**config.mk**
```make
export PLATFORM = sky130hd
export DESIGN_NAME = pit_ctrl
export DESIGN_NICKNAME = d
export VERILOG_FILES = /design/src/sv/pit_pkg.sv /design/src/sv/pit_ctrl.sv
export SDC_FILE = /design/constraint.sdc
export NUM_CORES = 1
export LEC_CHECK = 0
export ABC_AREA = 1
export ABC_CLOCK_PERIOD_IN_PS = 800
export BUFFER_PORTS_ARGS = -buffer_cell sky130_fd_sc_hd__buf_2
export CAP_MARGIN = 20
export CORE_AREA = 2 2 39 41
export DETAILED_ROUTE_END_ITERATION = 10
export DIE_AREA = 0 0 41 43
export SYNTH_ARGS = -nofsm -noshare
export SYNTH_HDL_FRONTEND = slang
export SYNTH_SLANG_ARGS = --single-unit
```
**constraint.sdc**
```tcl
create_clock -name clk -period 0.8 [get_ports clk]
set_input_delay 0.08 -clock clk [delete_from_list [all_inputs] [get_ports clk]]
set_output_delay 0.08 -clock clk [all_outputs]
set_load 0.01 [all_outputs]
```
**src/sv/pit_pkg.sv**
```systemverilog
// pit_pkg: shared types and constants for the pending interest table unit.
// No dependencies; imported by every module of the block.
`default_nettype none
package pit_pkg;

    localparam int KEY_W    = 64;
    localparam int TICK_W   = 48;
    localparam int LIFE_W   = 32;
    localparam int FACE_W   = 6;
    localparam int FSET_W   = 64;
    localparam int VERD_W   = 3;

    localparam logic [1:0] OP_INTEREST = 2'd0;
    localparam logic [1:0] OP_DATA     = 2'd1;
    localparam logic [1:0] OP_REMOVE   = 2'd2;
    localparam logic [1:0] OP_LOOKUP   = 2'd3;

    localparam logic [VERD_W-1:0] V_FORWARD    = 3'd0;
    localparam logic [VERD_W-1:0] V_AGGREGATE  = 3'd1;
    localparam logic [VERD_W-1:0] V_RETRANSMIT = 3'd2;
    localparam logic [VERD_W-1:0] V_NONE       = 3'd3;
    localparam logic [VERD_W-1:0] V_FULL       = 3'd4;

    localparam logic CFG_LIFETIME = 1'b0;
    localparam logic CFG_POLICY   = 1'b1;

    localparam logic [63:0] HASH_MUL = 64'hFF51AFD7ED558CCD;
    localparam logic [31:0] LIFE_RESET = 32'd4000;

    // controller -> datapath
    typedef struct packed {
        logic load;      // capture input item
        logic hash_step; // advance hash pipeline
        logic read;      // issue set read
        logic resolve;   // compare and write back
    } pit_cmd_t;

    // datapath -> controller
    typedef struct packed {
        logic hash_done;
        logic clear_done;
    } pit_sts_t;

endpackage
`default_nettype wire

```
**src/sv/pit_ctrl.sv**
```systemverilog
// pit_ctrl: sequencer for one item: hash, set read, resolve, result hold.
// Depends on pit_pkg.
`default_nettype none
module pit_ctrl
    import pit_pkg::*;
(
    input  wire logic     clk,
    input  wire logic     rst_n,
    input  wire logic     in_valid,
    output logic          in_stall,
    output logic          out_valid,
    input  wire logic     out_stall,
    input  wire pit_sts_t sts,
    output pit_cmd_t      cmd
);

    typedef enum logic [2:0] {S_CLEAR, S_IDLE, S_HASH, S_READ, S_RESOLVE} state_t;

    state_t state_reg, state_next;
    logic   out_valid_reg, out_valid_next;

    // a new item may enter while the last result waits in the output register,
    // but resolve stalls until that register is free
    assign in_stall  = (state_reg != S_IDLE);
    assign out_valid = out_valid_reg;

    always_comb
    begin
        state_next     = state_reg;
        out_valid_next = out_valid_reg && out_stall;
        cmd            = '0;
        unique case (state_reg)
            S_CLEAR:
            begin
                if (sts.clear_done)
                    state_next = S_IDLE;
            end
            S_IDLE:
            begin
                if (in_valid)
                begin
                    cmd.load   = 1'b1;
                    state_next = S_HASH;
                end
            end
            S_HASH:
            begin
                cmd.hash_step = 1'b1;
                if (sts.hash_done)
                    state_next = S_READ;
            end
            S_READ:
            begin
                cmd.read   = 1'b1;
                state_next = S_RESOLVE;
            end
            S_RESOLVE:
            begin
                if (!out_valid_next)
                begin
                    cmd.resolve    = 1'b1;
                    out_valid_next = 1'b1;
                    state_next     = S_IDLE;
                end
            end
            default: state_next = S_IDLE;
        endcase
    end

    always_ff @(posedge clk or negedge rst_n)
    begin
        if (!rst_n)
        begin
            state_reg     <= S_CLEAR;
            out_valid_reg <= 1'b0;
        end
        else
        begin
            state_reg     <= state_next;
            out_valid_reg <= out_valid_next;
        end
    end

endmodule
`default_nettype wire

```
==> flow_metrics.env, run 1 <==
export IMPL_cts_root_buf="clkbuf_4"
export IMPL_gp_congestion=0.6974
export IMPL_grt_max_degree=5
export IMPL_num_vias=278
export IMPL_pin_count=12
export IMPL_die_h_um=43
export IMPL_rows=14
export IMPL_synth_xor_area_share_pct=0
export IMPL_leakagePower_nw=0.2429
export IMPL_crit_arrival_ps=1090
export IMPL_die_width_um=41
export IMPL_p_total_mw=1.766
export IMPL_cts_sinks=4
export IMPL_vias_per_cell=3.915
export IMPL_worst_pin_slew_ps=153.4
export IMPL_numCtsBuffers=3
export IMPL_fin_crit_sh_pct=146.3
export IMPL_initial_core_util_pct=16.09
export IMPL_fin_setup_tns_ps=-2460
export IMPL_fin_crit_ps=1170
export IMPL_cts_buffer_depth=2
export IMPL_post_synth_cell_area_avg_um2=6.749
export IMPL_ys_ff_latch=4
export IMPL_start_kind="flop"
export IMPL_synth_nets=39
export IMPL_worstPathRequired_ps=720
export IMPL_hp_class="in2reg"
export IMPL_final_core_util_pct=31.46
export IMPL_grt_first_pass_wirelength_um=959
export IMPL_ant_nets=0
export IMPL_max_slew_margin_pct=89.77
export IMPL_syn_area_um2=222.7
export IMPL_n_antenna_cell=0
export IMPL_synth_simple_area_share_pct=38.20
export IMPL_nets=63
export IMPL_dieArea_mm2=0.001763
export IMPL_largest_reg_flops=3
export IMPL_wl_per_cell_um=8.028
export IMPL_yosysSeqAreaShare_pct=44.94
export IMPL_violations="negative setup slack"
export IMPL_drive_above_1_share_pct=63.64
export IMPL_dr_pass1_iters=2
export IMPL_vdd_drop_max_mv=1.019
export IMPL_status="complete, but fails checks"
export IMPL_first_global_vias=271
export IMPL_ys_warn_count=0
export IMPL_antenna_found_initial=0
export IMPL_max_cap_viol_count=0
export IMPL_synthAdderAreaFrac_pct=0
export IMPL_power_density_mw_per_mm2=4057
export IMPL_clock_fmax_mhz=854.3
export IMPL_areaGrowthSynthToFinish_pct=95.51
export IMPL_cts_tree="yes"
export IMPL_rsz0062_at_grt="yes"
export IMPL_drtIter0Drc=2
export IMPL_fillerInstances=146
export IMPL_layout_setup_ws_ps=-370.5
export IMPL_drc_errors=0
export IMPL_skew_ps=4.302
export IMPL_place_hpwl_um=433.6
export IMPL_h_tree_depth=1
export IMPL_track_usage_pct=8.678
export IMPL_synth_compound_area_share_pct=5.056
export IMPL_slew_violations=0
export IMPL_finalHoldViolCount=0
export IMPL_ys_types=9
export IMPL_synthMuxAreaShare_pct=0
export IMPL_crit_fanout=4
export IMPL_critPathKind="reg2out"
export IMPL_cts_clk_slew_worst_paths_ps=40
export IMPL_setup_violations_final=10
export IMPL_synth_top_family_by_area="simple AND/OR/NAND/NOR gates"
export IMPL_clock_latency_ps=230
export IMPL_overflow=0
export IMPL_portBuffers=11
export IMPL_coreArea_mm2=0.001384
export IMPL_syn_instance_count=33
export IMPL_end_kind="output port"
export IMPL_wirelength_um=570
path summary, 6_finish.rpt:
| check | start | end | slack (ps) | cells past startpoint |
|---|---|---|---|---|
| worst max-delay path | state_reg[0] | cmd[1] | -370 | 5 |
| worst min-delay path | in_valid | state_reg[0] | 160 | 4 |
| worst max register to register | state_reg[0] | state_reg[1] | -250 | 6 |
| worst min register to register | out_valid | out_valid | 600 | 2 |
| max in group asynchronous | rst_n | state_reg[2] | 480 | 2 |
| min in group asynchronous | rst_n | state_reg[1] | 180 | 2 |
metal layers:
layer / part of all wire (%) / global-route usage [%]
met5: 0 / 0
met3: 4.4 / 4.712
met2: 58 / 12.81
met4: 0 / 8.000
met1: 37 / 7.843
cells in the final DEF, fill, tap and decap left out:
| master | synthesis | final |
|---|---|---|
| a21oi_2 | 0 | 1 |
| buf_6 | 0 | 1 |
| nand2_2 | 0 | 2 |
| dlygate4sd3_1 | 0 | 1 |
| nor2_2 | 0 | 2 |
| nand3_1 | 6 | 4 |
| nand4_1 | 1 | 1 |
| nand3_4 | 0 | 1 |
| nand2_1 | 8 | 6 |
| inv_2 | 2 | 4 |
| inv_1 | 5 | 3 |
| clkbuf_4 | 0 | 3 |
| nor2_1 | 5 | 2 |
| buf_2 | 0 | 10 |
| o22ai_2 | 0 | 1 |
| nand3_2 | 0 | 1 |
| dfrtp_2 | 0 | 1 |
| nor2_4 | 0 | 1 |
| buf_4 | 0 | 7 |
| dfrtp_1 | 4 | 3 |
through the flow:
stage	area, um2	hold WS, ps	cells	setup slack [ps]
final	435.4	159.1	71	-370.5
after global routing	435.4	185.7	71	-416.9
after CTS	414.1	144.0	70	-377.7
after detailed placement	324.1	-112.7	62	-146.2
after global placement	324.1	-114.5	62	-133.5
after floorplan	234.0	-215.6	33	-73.79
timing repair:
action                     CTS  global route
setup endpoints to repair    9            10
hold buffers                 1             0
pin swaps                    1             2
setup buffers                4             1
hold endpoints to repair     4             0
resized for setup            6             6
logic make-up after synthesis:
family / after synthesis
AOI/OAI and AO/OA: 2
buffers and inverters: 7
DFF: 4
and+or+nand+nor: 20
area by class of cell:
type	count	area, um2	area share (%)
multi-input combinational	22	141.4	32.47
timing repair buffer	19	123.9	28.45
sequential	4	101.3	23.28
inverter	7	26.28	6.034
clock buffer	3	22.52	5.172
tap	16	20.02	4.598
cell usage after synthesis, drive strengths merged:
library cell	number	area [um2]
nand3	6	30.03
inv	7	26.28
o22ai	1	6.260
nand2	8	30.03
nor2	5	18.77
a21oi	1	5.000
nand4	1	6.260
dfrtp	4	100.1
report_power, final:
group          internal, mW  switching [mW]
combinational         0.560           0.547
sequential            0.302           0.112
clock                 0.167          0.0777
total                  1.03           0.737
worst max-delay path, stage by stage, from the launching register on:
cell     delay, ps
dfrtp_1        400
inv_2           80
nor2_4         120
inv_2           60
nor2_1          70
buf_2          130
Power figures use the tool's default switching activity.
==> run 2: changes to the inputs <==
--- a/config.mk
+++ b/config.mk
@@ -6,12 +6,13 @@
 export NUM_CORES = 1
 export LEC_CHECK = 0
 export ABC_AREA = 1
-export ABC_CLOCK_PERIOD_IN_PS = 800
+export ABC_CLOCK_PERIOD_IN_PS = 1100
 export BUFFER_PORTS_ARGS = -buffer_cell sky130_fd_sc_hd__buf_2
 export CAP_MARGIN = 20
 export CORE_AREA = 2 2 39 41
 export DETAILED_ROUTE_END_ITERATION = 10
 export DIE_AREA = 0 0 41 43
+export RECOVER_POWER = 50
 export SYNTH_ARGS = -nofsm -noshare
 export SYNTH_HDL_FRONTEND = slang
 export SYNTH_SLANG_ARGS = --single-unit
==> constraint.sdc (replaced) <==
create_clock -name clk -period 1.1 [get_ports clk]
set_input_delay 0.11 -clock clk [delete_from_list [all_inputs] [get_ports clk]]
set_output_delay 0.11 -clock clk [all_outputs]
set_load 0.01 [all_outputs]
==> flow_metrics.env, run 2 (synthesized netlist as in run 1, its figures left out) <==
export IMPL_reg2reg_depth=5
export IMPL_worst_pin_slew_ps=204.1
export IMPL_critPathMaxStageDelay_ps=430
export IMPL_fin_crit_sh_pct=109.1
export IMPL_antenna_found_initial=0
export IMPL_areaGrowthSynthToFinish_pct=111.2
export IMPL_cts_sinks=4
export IMPL_track_usage_pct=7.654
export IMPL_numCtsBuffers=3
export IMPL_r2r_end="state_reg[2]"
export IMPL_grt_max_degree=5
export IMPL_pin_count=12
export IMPL_p_total_mw=1.354
export IMPL_vias_per_cell=4.081
export IMPL_internal_power_uw=783.0
export IMPL_stdcell_area_um2=470.5
export IMPL_start_kind="flop"
export IMPL_power_frac_seq_pct=21.7
export IMPL_dieArea_mm2=0.001763
export IMPL_wirelength_um=639
export IMPL_fin_crit_ps=1200
export IMPL_setup_violations_final=5
export IMPL_grt_first_pass_wirelength_um=862
export IMPL_skew_ps=0.8444
export IMPL_clock_fmax_mhz=833.3
export IMPL_nets=66
export IMPL_dr_pass1_iters=2
export IMPL_clockPowerShare_pct=12.9
export IMPL_cts_buffer_depth=2
export IMPL_vdd_drop_max_mv=0.6440
export IMPL_n_antenna_cell=0
export IMPL_ant_nets=0
export IMPL_status="complete, but fails checks"
export IMPL_cts_clk_slew_worst_paths_ps=30
export IMPL_cp_cell_sequence="inv_2, nand3_2, nor2_1, buf_2"
export IMPL_coreArea_mm2=0.001384
export IMPL_layout_common_cells="buf_2, nand2_1, buf_4"
export IMPL_leakagePower_nw=0.2587
export IMPL_min_to="out_valid"
export IMPL_drive_above_1_share_pct=63.79
export IMPL_worstPathRequired_ps=990
export IMPL_reg2reg_from="state_reg[2]"
export IMPL_drtIter0Drc=2
export IMPL_drc_errors=0
export IMPL_p_comb_share_pct=65.4
export IMPL_finalHoldViolCount=0
export IMPL_p_sw_share_pct=42.17
export IMPL_largest_reg_flops=3
export IMPL_max_slew_margin_pct=86.39
export IMPL_power_density_mw_per_mm2=2878
export IMPL_end_kind="output port"
export IMPL_overflow=0
export IMPL_initial_core_util_pct=16.09
export IMPL_clock_latency_ps=230
export IMPL_gp_congestion=0.6839
export IMPL_min_from="out_stall"
export IMPL_hold_depth=3
export IMPL_die_h_um=43
export IMPL_power_switching_uw=571.0
export IMPL_crit_arrival_ps=1090
export IMPL_final_common_cell="buf_2"
export IMPL_rsz0062_at_grt="yes"
export IMPL_place_hpwl_um=413.9
export IMPL_rows=14
export IMPL_cts_tree="yes"
export IMPL_cts_root_buf="clkbuf_4"
export IMPL_layout_setup_ws_ps=-99.99
export IMPL_hp_class="in2reg"
export IMPL_max_cap_viol_count=0
export IMPL_dpl_cell_area_um2=297.8
export IMPL_regToRegSetupSlack_ps=20
export IMPL_violations="negative setup slack"
export IMPL_fin_setup_tns_ps=-363.4
export IMPL_slew_violations=0
export IMPL_first_global_vias=281
export IMPL_critPathKind="reg2out"
export IMPL_wl_per_cell_um=8.635
export IMPL_slowest_stage="dfrtp_1"
export IMPL_portBuffers=11
export IMPL_h_tree_depth=1
export IMPL_crit_fanout=4
export IMPL_num_vias=302
export IMPL_die_width_um=41
[run 2: changes by cell type in the layout (fill, tap and decap cells not counted), sizes merged]
| cell | change |
|---|---|
| buf | +2 |
| clkbuf | +1 |
[run 2: layer usage]
metal,vias to the layer above,share of wire [%],routed length (um),global-route usage [%]
met2,5,56,357,13.44
met4,0,1.9,12,6.000
met1,138,37,234,5.844
met5,-,0,0,0
met3,2,5.3,34,3.141
li1,157,-,-,-
[run 2: area by class of cell]
class                           count  area, um2
Clock buffer                        3      22.52
Sequential cell                     4      100.1
Timing Repair Buffer               22      150.1
Tap cell                           16      20.02
Inverter                            7      26.28
Fill cell                         155      913.4
Multi-Input combinational cell     22      151.4
[run 2: power by group through the flow]
stage / Sequential (mW) / Combinational, mW / Clock [mW]
floorplan: 0.277 / 0.312 / 0
global placement: 0.276 / 0.459 / 0
detailed placement: 0.279 / 0.463 / 0
CTS: 0.276 / 0.689 / 0.187
global route: 0.305 / 0.981 / 0.198
finish: 0.294 / 0.885 / 0.175
[run 2: worst max path at each step]
stage                             from      to  cells after the start
after CTS                 state_reg[0]  cmd[0]                      4
after detailed placement  state_reg[1]  cmd[0]                      4
after floorplan           state_reg[1]  cmd[3]                      3
after global routing      state_reg[1]  cmd[0]                      4
final                     state_reg[2]  cmd[3]                      4
after global placement    state_reg[1]  cmd[0]                      4
[run 2: worst max-delay path: cells and delay by family (launching register included)]
kind                   cells  cell delay (ps)
DFF                        1              430
buffers and inverters      2              250
and+or+nand+nor            2              180
[run 2: what timing repair did]
action	4_1_cts	5_1_grt
setup endpoints to repair	5	8
pin swaps	2	4
hold endpoints to repair	4	0
resized for setup	3	15
buffers inserted	9	3
hold buffers	1	0
[run 2: metrics by stage]
| stage | utilization (%) | hold slack [ps] | setup WS [ps] | cells |
|---|---|---|---|---|
| global placement | 21.52 | -83.98 | 120.5 | 60 |
| global route | 34.00 | 186.5 | -172.7 | 74 |
| finish | 34.00 | 167.7 | -99.99 | 74 |
| detailed placement | 21.52 | -82.62 | 104.3 | 60 |
| floorplan | - | -185.6 | 169.8 | 33 |
| CTS | 29.29 | 140.7 | -117.4 | 73 |
==> run 3: changes to the inputs <==
==> constraint.sdc (replaced) <==
create_clock -name clk -period 1.1 [get_ports clk]
set_input_delay 0.11 -clock clk [delete_from_list [all_inputs] [get_ports clk]]
set_output_delay 0.11 -clock clk [all_outputs]
set_load 0.005 [all_outputs]
==> flow_metrics.env, run 3 (synthesized netlist as in run 1, its figures left out) <==
export IMPL_status="complete, but fails checks"
export IMPL_violations="negative setup slack"
export IMPL_clock_fmax_mhz=843.9
export IMPL_crit_arrival_ps=1070
export IMPL_regToRegSetupSlack_ps=-50
export IMPL_reg2reg_depth=6
export IMPL_hp_class="in2reg"
export IMPL_track_usage_pct=7.654
export IMPL_dpl_cell_area_um2=297.8
export IMPL_max_cap_viol_count=0
export IMPL_cts_sinks=4
export IMPL_final_common_cell="buf_2"
export IMPL_worstPathRequired_ps=990
export IMPL_critPathMaxStageDelay_ps=390
export IMPL_antenna_found_initial=0
export IMPL_rows=14
export IMPL_vias_per_cell=4.189
export IMPL_n_antenna_cell=0
export IMPL_slew_violations=0
export IMPL_wirelength_um=710
export IMPL_vdd_drop_max_mv=0.6680
export IMPL_fin_crit_ps=1185
export IMPL_largest_reg_flops=3
export IMPL_rsz0062_at_grt="yes"
export IMPL_cp_cell_sequence="buf_4, nand3_2, nor2_1, buf_2"
export IMPL_power_density_mw_per_mm2=2846
export IMPL_cts_root_buf="clkbuf_4"
export IMPL_drtIter0Drc=2
export IMPL_worst_pin_slew_ps=203.9
export IMPL_place_hpwl_um=413.9
export IMPL_leakagePower_nw=0.2619
export IMPL_coreArea_mm2=0.001384
export IMPL_ant_nets=0
export IMPL_reg2reg_from="state_reg[2]"
export IMPL_wl_per_cell_um=9.595
export IMPL_cts_buffer_depth=2
export IMPL_overflow=0
export IMPL_drc_errors=0
export IMPL_die_width_um=41
export IMPL_dieArea_mm2=0.001763
export IMPL_cts_tree="yes"
export IMPL_stdcell_area_um2=475.5
export IMPL_r2r_end="state_reg[1]"
export IMPL_fillerInstances=154
export IMPL_crit_fanout=3
export IMPL_gp_congestion=0.6839
export IMPL_first_global_vias=281
export IMPL_portBuffers=11
export IMPL_max_slew_margin_pct=86.41
export IMPL_skew_ps=0.8712
export IMPL_grt_max_degree=5
export IMPL_finalHoldViolCount=0
export IMPL_dr_pass1_iters=2
export IMPL_setup_violations_final=6
export IMPL_areaGrowthSynthToFinish_pct=113.5
export IMPL_pin_count=12
export IMPL_grt_first_pass_wirelength_um=862
export IMPL_min_to="out_valid"
export IMPL_critPathKind="reg2out"
export IMPL_cts_clk_slew_worst_paths_ps=30
export IMPL_die_h_um=43
export IMPL_layout_setup_ws_ps=-84.98
export IMPL_fin_crit_sh_pct=107.7
export IMPL_numCtsBuffers=3
export IMPL_layout_common_cells="buf_2, nand2_1, buf_4"
export IMPL_p_total_mw=1.353
export IMPL_drive_above_1_share_pct=65.52
export IMPL_start_kind="flop"
export IMPL_clock_latency_ps=230
export IMPL_slowest_stage="dfrtp_1"
export IMPL_hold_depth=3
export IMPL_end_kind="output port"
export IMPL_h_tree_depth=1
export IMPL_num_vias=310
export IMPL_initial_core_util_pct=16.09
export IMPL_nets=66
export IMPL_min_from="out_stall"
## run 3: cell count changes in the layout (fill, tap and decap cells not counted)
cell     change
nand3_1      -1
nand3_2      +1
## run 3: final cells by class
class / instances / area [um2] / share of cell area (%)
multi-input combinational: 22 / 156.4 / 32.89
tap: 16 / 20.02 / 4.211
timing repair buffer: 22 / 150.1 / 31.58
clock buffer: 3 / 22.52 / 4.737
sequential: 4 / 100.1 / 21.05
inverter: 7 / 26.28 / 5.526
## run 3: stage by stage
| step | worst slack [ps] | util [%] | cells | hold slack [ps] | setup TNS (ps) |
|---|---|---|---|---|---|
| 4_1_cts | -99.58 | 29.29 | 73 | 140.7 | -222.4 |
| 6_report | -84.98 | 34.36 | 74 | 167.2 | -339.5 |
| 3_3_place_gp | 138.2 | 21.52 | 60 | -83.98 | 0 |
| 3_5_place_dp | 122.0 | 21.52 | 60 | -82.62 | 0 |
| 5_1_grt | -154.9 | 34.36 | 74 | 186.5 | -830.1 |
| 2_1_floorplan | 241.1 | - | 33 | -185.6 | 0 |
## run 3: timing repair
action                                  CTS  global route
hold endpoints to repair                  4             0
pin swaps                                 2             4
endpoints found under the setup margin    4             8
setup buffers                             9             3
hold buffers                              1             0
resized for setup                         3            16
## run 3: critical path: cells and delay by family, from the launching register on
family / cells / cell delay [ps]
flops: 1 / 390
simple gates: 2 / 190
buf+inv: 2 / 270
## run 3: worst max-delay path by stage
| stage | from | end | cells after the start |
|---|---|---|---|
| detailed placement | state_reg[1] | cmd[0] | 4 |
| CTS | state_reg[0] | cmd[0] | 4 |
| global placement | state_reg[1] | cmd[0] | 4 |
| global route | state_reg[1] | cmd[0] | 4 |
| finish | state_reg[0] | cmd[3] | 4 |
| floorplan | state_reg[2] | state_reg[1] | 4 |
## run 3: report_power, final
part	switching (mW)	internal, mW	total, mW
clock	0.0533	0.122	0.175
sequential	0.0779	0.217	0.295
combinational	0.434	0.450	0.884
## run 3: routing by layer
metal	GRT usage [%]	share of wire [%]
met5	0	0
met3	3.141	4.8
met1	5.844	35
met4	6.000	1.7
met2	13.44	58
